==> src/rtl/integer_array_sorter_top_macros.svh <==
// ----------------------------------------------------------------------------
// Sorter assertion macros
// Shared property forms for the insertion-chain sorter checks.
// ----------------------------------------------------------------------------
`ifndef INTEGER_ARRAY_SORTER_TOP_MACROS_SVH
`define INTEGER_ARRAY_SORTER_TOP_MACROS_SVH

// same-cycle implication, held off during reset
`define ISRT_ASSERT_NOW(label, clk, rst, ante, cons) \
   label: assert property (@(posedge clk) disable iff (rst) (ante) |-> (cons)) \
      else $error("sorter check failed");

// next-cycle implication, held off during reset
`define ISRT_ASSERT_NEXT(label, clk, rst, ante, cons) \
   label: assert property (@(posedge clk) disable iff (rst) (ante) |=> (cons)) \
      else $error("sorter check failed");

`endif

==> src/rtl/isrt_pkg.sv <==
// ----------------------------------------------------------------------------
// Sorter package
// Sizes, control and link types shared by the insertion-chain sorter.
// ----------------------------------------------------------------------------
`timescale 1ns / 1ps

package isrt_pkg;

   localparam int MAX_ELEMENTS = 64;
   localparam int DATA_W       = 32;

   typedef enum logic {
      ST_LOAD,
      ST_DRAIN
   } isrt_state_type;

   // broadcast to every cell
   typedef struct packed {
      logic                     insert;
      logic                     shift;
      logic signed [DATA_W-1:0] key;
   } isrt_ctrl_type;

   // what one cell shows its neighbors
   typedef struct packed {
      logic signed [DATA_W-1:0] value;
      logic                     valid;
      logic                     gt;
   } isrt_link_type;

endpackage

==> src/rtl/isrt_cell.sv <==
// ----------------------------------------------------------------------------
// Sorter cell
// Holds one element; on insert keeps, takes the key or takes the left
// neighbor's element; on shift takes the right neighbor's element.
// ----------------------------------------------------------------------------
`timescale 1ns / 1ps

module isrt_cell
   import isrt_pkg::*;
(
   input  logic          clock,
   input  logic          reset,
   input  isrt_ctrl_type ctrl,
   input  isrt_link_type left,
   input  isrt_link_type right,
   output isrt_link_type link
);

   logic signed [DATA_W-1:0] value_ff, value_in;
   logic                     valid_ff, valid_in;
   logic                     gt;

   // an empty cell counts as greater than any key
   assign gt = !valid_ff || (value_ff > ctrl.key);

   always_comb begin
      value_in = value_ff;
      valid_in = valid_ff;
      if (ctrl.shift) begin
         value_in = right.value;
         valid_in = right.valid;
      end else if (ctrl.insert) begin
         valid_in = valid_ff | left.valid;
         if (gt) begin
            value_in = left.gt ? left.value : ctrl.key;
         end
      end
   end

   always_ff @(posedge clock) begin
      value_ff <= value_in;
      if (reset) begin
         valid_ff <= 1'b0;
      end else begin
         valid_ff <= valid_in;
      end
   end

   assign link.value = value_ff;
   assign link.valid = valid_ff;
   assign link.gt    = gt;

endmodule

==> config.mk <==
export PLATFORM = sky130hd
export DESIGN_NAME = isrt_cell
export DESIGN_NICKNAME = d
export VERILOG_FILES = /design/src/rtl/integer_array_sorter_top_macros.svh /design/src/rtl/isrt_pkg.sv /design/src/rtl/isrt_cell.sv
export SDC_FILE = /design/constraint.sdc
export NUM_CORES = 1
export LEC_CHECK = 0
export BUFFER_PORTS_ARGS = -buffer_cell sky130_fd_sc_hd__buf_2
export CAP_MARGIN = 20
export CORE_MARGIN = 5
export CORE_UTILIZATION = 39
export CTS_BUF_LIST = sky130_fd_sc_hd__clkbuf_4 sky130_fd_sc_hd__clkbuf_8 sky130_fd_sc_hd__clkbuf_16
export DETAILED_ROUTE_END_ITERATION = 7
export PLACE_DENSITY_LB_ADDON = 0.05
export SLEW_MARGIN = 10
export SYNTH_ARGS = -nofsm -noshare
export SYNTH_HDL_FRONTEND = slang
export SYNTH_SLANG_ARGS = --single-unit
==> constraint.sdc <==
create_clock -name clock -period 10.1 [get_ports clock]
set_input_delay 2.02 -clock clock [delete_from_list [all_inputs] [get_ports clock]]
set_output_delay 2.02 -clock clock [all_outputs]
set_load 0.05 [all_outputs]
[Yosys cells after proc, flatten, opt, wreduce, memory -nomap -nowiden]
Cells that the tools add are included.
Word-level totals
  word-level logic and storage cells: 15
  register bits after elaboration: 33
  output and inout bits: 34
Cells by class
  reductions and logical operators: 5
  magnitude comparators: 1
  muxes and demuxes: 6
  bitwise logic cells: 1
Operator list (count)
  two-way mux 32 bit: 4
  greater-than comparator 32 bit: 1
  nonzero test 2 bit: 2
  two-way mux 1 bit: 2
  AND reduction 2 bit: 1
  logical NOT 1 bit: 1
  logical OR 1 bit: 1
  OR 1 bit: 1

[Logic depth before layout (Yosys ltp)]
Gate-level depths: netlist of the first run.
  depth in word-level cells: 5
  depth in mapped cells: 9

[Worst setup path before layout of the first run]
OpenSTA, ideal clock, no wires.
  kind: in2out
  start: in ctrl[31] (netlist name)
  end: out link[0] (netlist name)
  setup slack: 4.292 ns
  required time: 8.080 ns
  arrival: 3.788 ns
  cell stages on the path: 8
  cell sequence: inv_1 -> ha_1 -> nand4_2 -> or4_4 -> or2_1 -> nor4_4 -> o31ai_1 -> buf_4
On the way
  word-level cells in the longest chain between the ends: 2
RTL lines
  start, declared: RTL line isrt_cell.sv:13  | input isrt_ctrl_type ctrl,
  greater-than comparator 32 bit: RTL line isrt_cell.sv:24  | assign gt = !valid_ff || (value_ff > ctrl.key);
  logical OR 1 bit: RTL line isrt_cell.sv:24
  end, declared: RTL line isrt_cell.sv:16  | output isrt_link_type link
Every way passes these cells.

==> results of run 1 <==
==> registers in the layout, indices dropped and copies added (netlist names) <==
name	flops
valid_ff	1
value_ff	32
==> final cells by class <==
class / count / area [um2]
timing repair buffer: 139 / 707
inverter: 34 / 128
clock inverter: 1 / 5.00
fill: 606 / 2960
multi-input combinational: 187 / 1420
tap: 77 / 96.3
clock buffer: 7 / 96.3
sequential: 33 / 981
==> power groups by stage <==
stage | logic [mW] | registers (mW) | clock network [mW]
after floorplan | 0.0670 | 0.238 | 0
after global placement | 0.175 | 0.181 | 0
after detailed placement | 0.177 | 0.182 | 0
after CTS | 0.177 | 0.179 | 0.115
after global routing | 0.191 | 0.181 | 0.120
final | 0.175 | 0.179 | 0.110
==> path summary, 6_finish.rpt <==
| check | startpoint | to | slack [ns] | cells after the start |
|---|---|---|---|---|
| max | ctrl[27] | link[0] | 3.98 | 9 |
| min | valid_ff | valid_ff | 0.69 | 4 |
| max reg2reg | value_ff[27] | value_ff[6] | 7.19 | 8 |
| min reg2reg | valid_ff | valid_ff | 0.69 | 4 |
==> cell usage in the layout (no fill, tap or decap), drive strengths merged, types with 2 or more instances in the layout <==
master and count:
nor2b 2, nand3 2, o21ai 35, a21oi 19
nand2 37, buf 139, ha 32, nor3 2
nor2 4, nand4 9, a21o 3, mux2i 32
inv 34, edfxtp 32, clkbuf 7
==> worst reg2reg max path: cells and delay by family, from the launching register on <==
kind	cells	cell delay [ns]
AO/OA/AOI/OAI	2	0.62
buffers and inverters	1	0.34
adder cells (fa/ha/maj)	1	0.33
flip-flops	1	0.39
AND/OR/NAND/NOR	4	0.91
==> per-layer routing <==
metal  GRT usage, %  wire, um  up-vias
met5              0         0        -
met4           2.93        32        0
met3           4.30       458        2
met2           27.5      3340       76
met1           17.9      2730     1046
li1               -         -     1215
==> kinds of logic after synthesis <==
family / count (synthesis) / synth area share, %
AO/OA/AOI/OAI: 62 / 13.4
adder cells (fa/ha/maj): 32 / 15.6
buffers and inverters: 47 / 7.20
flip-flops: 33 / 38.2
multiplexers: 32 / 12.5
AND/OR/NAND/NOR: 61 / 13.2
==> per-stage QoR <==
step                      std cells  utilization [%]  hold WS, ns  cell area (um2)
after floorplan                 267                -        0.594             2570
after global placement          469             51.9        0.664             3320
after detailed placement        469             51.9        0.685             3320
after CTS                       477             53.5        0.703             3420
after global routing            478             53.7        0.747             3430
final                           478             53.7        0.694             3430
==> metrics.log, run 1 <==
[metrics] maximum fanout count along the critical path: 3
[metrics] synthesized netlist cell count: 267
[metrics] Max Cap Violations: 0
[metrics] EDFF count, synth: 32
[metrics] most repeated cell in the gate-level netlist after synthesis: sky130_fd_sc_hd__nand2_1
[metrics] global-route wire length before repair: 10500 um
[metrics] Yosys cell types: 33
[metrics] fin nets: 536
[metrics] area of the core: 6390 um2
[metrics] postcts setup bufs: 0
[metrics] clock latency at the later pin of the worst-skew pair: 0.28 ns
[metrics] total global routing overflow: 0
[metrics] cell taking the most area after synthesis: sky130_fd_sc_hd__edfxtp_1
[metrics] IR drop worst, VDD: 0.0741 mV
[metrics] starting utilization of the core area: 40.3%
[metrics] width of the die: 91.2 um
[metrics] Clock transition at path regs: 0.07 ns
[metrics] Critical Path Most Common Cell: sky130_fd_sc_hd__buf_2
[metrics] Sw Share: 37.4%
[metrics] netlist area before placement: 2570 um2
[metrics] number of vias per cell: 4.89
[metrics] pin count of the biggest net entering global routing: 68
[metrics] buffer cell driving the clock tree root: sky130_fd_sc_hd__clkbuf_8
[metrics] slowest cell on the critical path: sky130_fd_sc_hd__or4_4
[metrics] full die area: 8320 um2
[metrics] routability congestion estimate from global placement: 0.743
[metrics] Overall Power: 0.465 mW
[metrics] number of clock sinks: 33
[metrics] Post-Route WL: 6570 um
[metrics] CTS tree: yes
[metrics] Net Sw Power: 0.174 mW
[metrics] cells taking the most area after synthesis: sky130_fd_sc_hd__edfxtp_1, sky130_fd_sc_hd__ha_1, sky130_fd_sc_hd__mux2i_1
[metrics] Synthesized Nets: 403
[metrics] kind of cell adding the most delay to the critical path: simple AND/OR/NAND/NOR gates
[metrics] final worst setup slack: 3.98 ns
[metrics] Rel. slew slack: 35.6%
[metrics] vias: 2339
[metrics] Final Hold Fails: 0
[metrics] Int Power: 0.291 mW
[metrics] power share of the clock group: 23.7%
[metrics] via count of the first global-routing pass: 2447
[metrics] post-synthesis sequential area ratio: 38.2%
[metrics] Max Transition Viols Final: 0
[metrics] number of antenna cells inserted: 0
[metrics] worst-case setup slack after placement: 3.96 ns
[metrics] slowest stage delay, CP: 0.58 ns
[metrics] crit path launch type: input port
[metrics] Worst Hold Class: flop to flop
[metrics] num ports: 138
[metrics] Clock Skew: 0.0116 ns
[metrics] slew of the pin with the lowest slew margin: 0.966 ns
[metrics] post-synthesis area per instance: 9.63 um2
[metrics] fraction of power consumed by combinational cells: 37.7%
[metrics] min cycle time layout: 6.12 ns
[metrics] share of power burned in registers: 38.5%
[metrics] most common library cells after synthesis: sky130_fd_sc_hd__nand2_1, sky130_fd_sc_hd__inv_1, sky130_fd_sc_hd__o21ai_0
[metrics] Critical Path RT: 8.08 ns
[metrics] number of buffers inserted during clock tree synthesis: 5
[metrics] cells traversed along the worst timing path: buf_2 -> inv_1 -> ha_1 -> nand4_1 -> or4_4 -> or2_1 -> nor4_4 -> o31ai_1 -> buf_2
[metrics] remaining routing DRC violations: 0
[metrics] Main synth FF type: sky130_fd_sc_hd__edfxtp_1
[metrics] Synth async-reset ratio: 0%
[metrics] maximum clock frequency: 0.163 GHz
[metrics] hold-fix buffer count after cts: 0
[metrics] setup repair after global routing missed its margin: no
[metrics] run status: completed
[metrics] kind of critical path: input port to primary output
[metrics] first-iteration detailed-routing DRC count: 100
[metrics] total of warnings raised by yosys: 0
[metrics] final sum of negative setup slack: 0 ns
[metrics] period utilization: 60.6%
[metrics] mean routed wirelength per cell: 13.7 um
[metrics] area grow syn2layout: 33.4%
[metrics] share of cells above drive strength 1: 39.4%
[metrics] DP Wirelength: 5310 um
[metrics] post-route antenna net violation count: 0
[metrics] Die Height: 91.2 um
[metrics] total of flip-flops plus latches after synthesis: 33
[metrics] num rows: 29
[metrics] sum of buffers and inverters on the critical path: 3
[metrics] P_leak: 1.82 nW
[metrics] DRT Pass-1 Iters: 4
[metrics] number of buffers between clock root and the deepest sink: 2
[metrics] level count of the clock H-tree: 2
[metrics] number of antenna violations at the first check in global routing: 0
[metrics] Pwr Density: 135 nW/um2
[metrics] Port Buffer Count: 136
[metrics] Worst EP arrival: 4.10 ns
[metrics] overall fraction of global-route tracks in use: 15.2%
[metrics] area share of the largest cell type after synthesis: 37.4%
[metrics] Critical Path Sink Type: primary output
[metrics] count of cells resized by post-cts repair: 0
[metrics] number of endpoints failing setup at the final stage: 0
(Power assumes the default switching activity.)
==> run 2: changes to the inputs <==
==> constraint.sdc (replaced) <==
create_clock -name clock -period 6.4 [get_ports clock]
set_input_delay 1.28 -clock clock [delete_from_list [all_inputs] [get_ports clock]]
set_output_delay 1.28 -clock clock [all_outputs]
set_load 0.05 [all_outputs]
==> run 2 against run 1 <==
Clock power up 58%; highest routed layer unchanged; setup slack got worse by 2.2 ns; critical endpoint unchanged; worst hold slack worse by 0.0049 ns; count of clock-buffer cells in the layout stayed put; final cell count down 0.21%; critical path depth is the same; largest cell class unchanged; final area shrank 0.33%; first-iteration DRC count fell by 24%; power rose by 58%; sequential power rose by 58%.
==> metrics.log, run 2 (same netlist as run 1, synthesis figures left out) <==
[metrics] run status: completed
[metrics] level count of the clock H-tree: 2
[metrics] number of antenna cells inserted: 0
[metrics] maximum clock frequency: 0.215 GHz
[metrics] area of the core: 6390 um2
[metrics] postcts setup bufs: 0
[metrics] DRT Pass-1 Iters: 6
[metrics] crit path launch type: input port
[metrics] share of cells above drive strength 1: 39.3%
[metrics] max FFs per register: 32
[metrics] global-route wire length before repair: 10600 um
[metrics] setup repair after global routing missed its margin: no
[metrics] worst-case setup slack after placement: 1.73 ns
[metrics] critical hold path startpoint: valid_ff
[metrics] design area: 3420 um2
[metrics] IR drop worst, VDD: 0.115 mV
[metrics] Pwr Density: 214 nW/um2
[metrics] Final Hold Fails: 0
[metrics] CTS tree: yes
[metrics] Rel. slew slack: 34.6%
[metrics] slew of the pin with the lowest slew margin: 0.982 ns
[metrics] Critical Path Sink Type: primary output
[metrics] kind of critical path: input port to primary output
[metrics] DP Wirelength: 5290 um
[metrics] Clock Skew: 0.00717 ns
[metrics] fill cell total of the finished layout: 618
[metrics] hold-fix buffer count after cts: 0
[metrics] Overall Power: 0.732 mW
[metrics] Worst Hold Class: flop to flop
[metrics] number of endpoints failing setup at the final stage: 0
[metrics] final worst setup slack: 1.74 ns
[metrics] most used cells in the layout excluding fill and tap cells: sky130_fd_sc_hd__buf_2, sky130_fd_sc_hd__nand2_1, sky130_fd_sc_hd__inv_1
[metrics] buffer cell driving the clock tree root: sky130_fd_sc_hd__clkbuf_8
[metrics] period utilization: 72.7%
[metrics] maximum fanout count along the critical path: 3
[metrics] clock latency at the later pin of the worst-skew pair: 0.28 ns
[metrics] num rows: 29
[metrics] vias: 2312
[metrics] routability congestion estimate from global placement: 0.739
[metrics] Worst EP arrival: 3.38 ns
[metrics] number of buffers inserted during clock tree synthesis: 5
[metrics] reg-to-reg critical path endpoint: value_ff[0]
[metrics] fin nets: 535
[metrics] area of combinational cells with multiple inputs: 1420 um2
[metrics] register with the highest flop count: value_ff
[metrics] number of vias per cell: 4.85
[metrics] number of cell instances on the worst register-to-register path: 8
[metrics] worst hold endpoint: valid_ff
[metrics] starting utilization of the core area: 40.3%
[metrics] Min-Delay Path Depth: 4
[metrics] remaining routing DRC violations: 0
[metrics] full die area: 8320 um2
[metrics] instance area at placement: 3320 um2
[metrics] first-iteration detailed-routing DRC count: 76
[metrics] overall fraction of global-route tracks in use: 15.4%
[metrics] width of the die: 91.2 um
[metrics] Clock transition at path regs: 0.07 ns
[metrics] post-route antenna net violation count: 0
[metrics] Max Transition Viols Final: 0
[metrics] most common library cell in the layout ignoring fill and taps: sky130_fd_sc_hd__buf_2
[metrics] pin count of the biggest net entering global routing: 68
[metrics] Critical Path RT: 5.12 ns
[metrics] final sum of negative setup slack: 0 ns
[metrics] flip-flop and latch area: 981 um2
[metrics] P_leak: 1.82 nW
[metrics] area grow syn2layout: 32.9%
[metrics] number of antenna violations at the first check in global routing: 0
[metrics] total global routing overflow: 0
[metrics] count of cells resized by post-cts repair: 0
[metrics] Die Height: 91.2 um
[metrics] Max Cap Violations: 0
[metrics] minimum setup slack among reg-to-reg paths: 3.64 ns
[metrics] mean routed wirelength per cell: 13.6 um
[metrics] number of clock sinks: 33
[metrics] registers with the most flip-flops: value_ff: 32 flops, valid_ff: 1 flops
[metrics] worst flop-to-flop path startpoint: value_ff[27]
[metrics] Port Buffer Count: 136
[metrics] min cycle time layout: 4.66 ns
[metrics] via count of the first global-routing pass: 2375
[metrics] num ports: 138
[metrics] Post-Route WL: 6480 um
[metrics] number of buffers between clock root and the deepest sink: 2
[run 2: cell types whose count changed in the layout (fill, tap and decap cells not counted)]
cell,delta
sky130_fd_sc_hd__buf_6,-1
[run 2: cell type report]
| cell class | instances | share of cell area [%] |
|---|---|---|
| Tap cell | 77 | 2.82 |
| Multi-Input combinational cell | 187 | 41.4 |
| Inverter | 34 | 3.73 |
| Clock buffer | 7 | 2.82 |
| Sequential cell | 33 | 28.7 |
| Clock inverter | 1 | 0.146 |
| Timing Repair Buffer | 138 | 20.4 |
[run 2: power breakdown]
part | leakage (nW) | internal, mW | switching [mW]
combinational | 1.42 | 0.0921 | 0.183
sequential | 0.344 | 0.269 | 0.0131
clock | 0.0542 | 0.0972 | 0.0769
total | 1.82 | 0.459 | 0.273
[run 2: per-layer routing]
layer	wire [um]	vias to the layer above	GRT usage, %
met5	0	-	0
met4	46	0	3.55
met3	511	6	5.29
met2	3320	73	27.9
met1	2600	1017	17.4
li1	-	1216	-
[run 2: worst max-delay path by stage]
stage               startpoint          end  slack, ns
floorplan             ctrl[31]  value_ff[0]       1.46
global route          ctrl[27]      link[0]       1.64
global placement      ctrl[31]      link[0]       1.76
CTS                   ctrl[31]      link[0]       1.73
detailed placement    ctrl[31]      link[0]       1.73
finish                ctrl[27]      link[0]       1.74
[run 2: worst max-delay path, stage by stage]
cell and delay [ns]:
sky130_fd_sc_hd__buf_2 0.09, sky130_fd_sc_hd__inv_1 0.04, sky130_fd_sc_hd__ha_1 0.31, sky130_fd_sc_hd__nand4_1 0.19, sky130_fd_sc_hd__or4_4 0.59, sky130_fd_sc_hd__or2_1 0.25, sky130_fd_sc_hd__nor4_4 0.29, sky130_fd_sc_hd__o31ai_1 0.12
sky130_fd_sc_hd__buf_2 0.23
[run 2: metrics by stage]
stage,util [%],hold WS (ns),instances
after global placement,51.9,0.661,469
final,53.5,0.690,477
after global routing,53.5,0.768,477
after floorplan,-,0.594,267
after CTS,53.5,0.689,477
after detailed placement,51.9,0.666,469
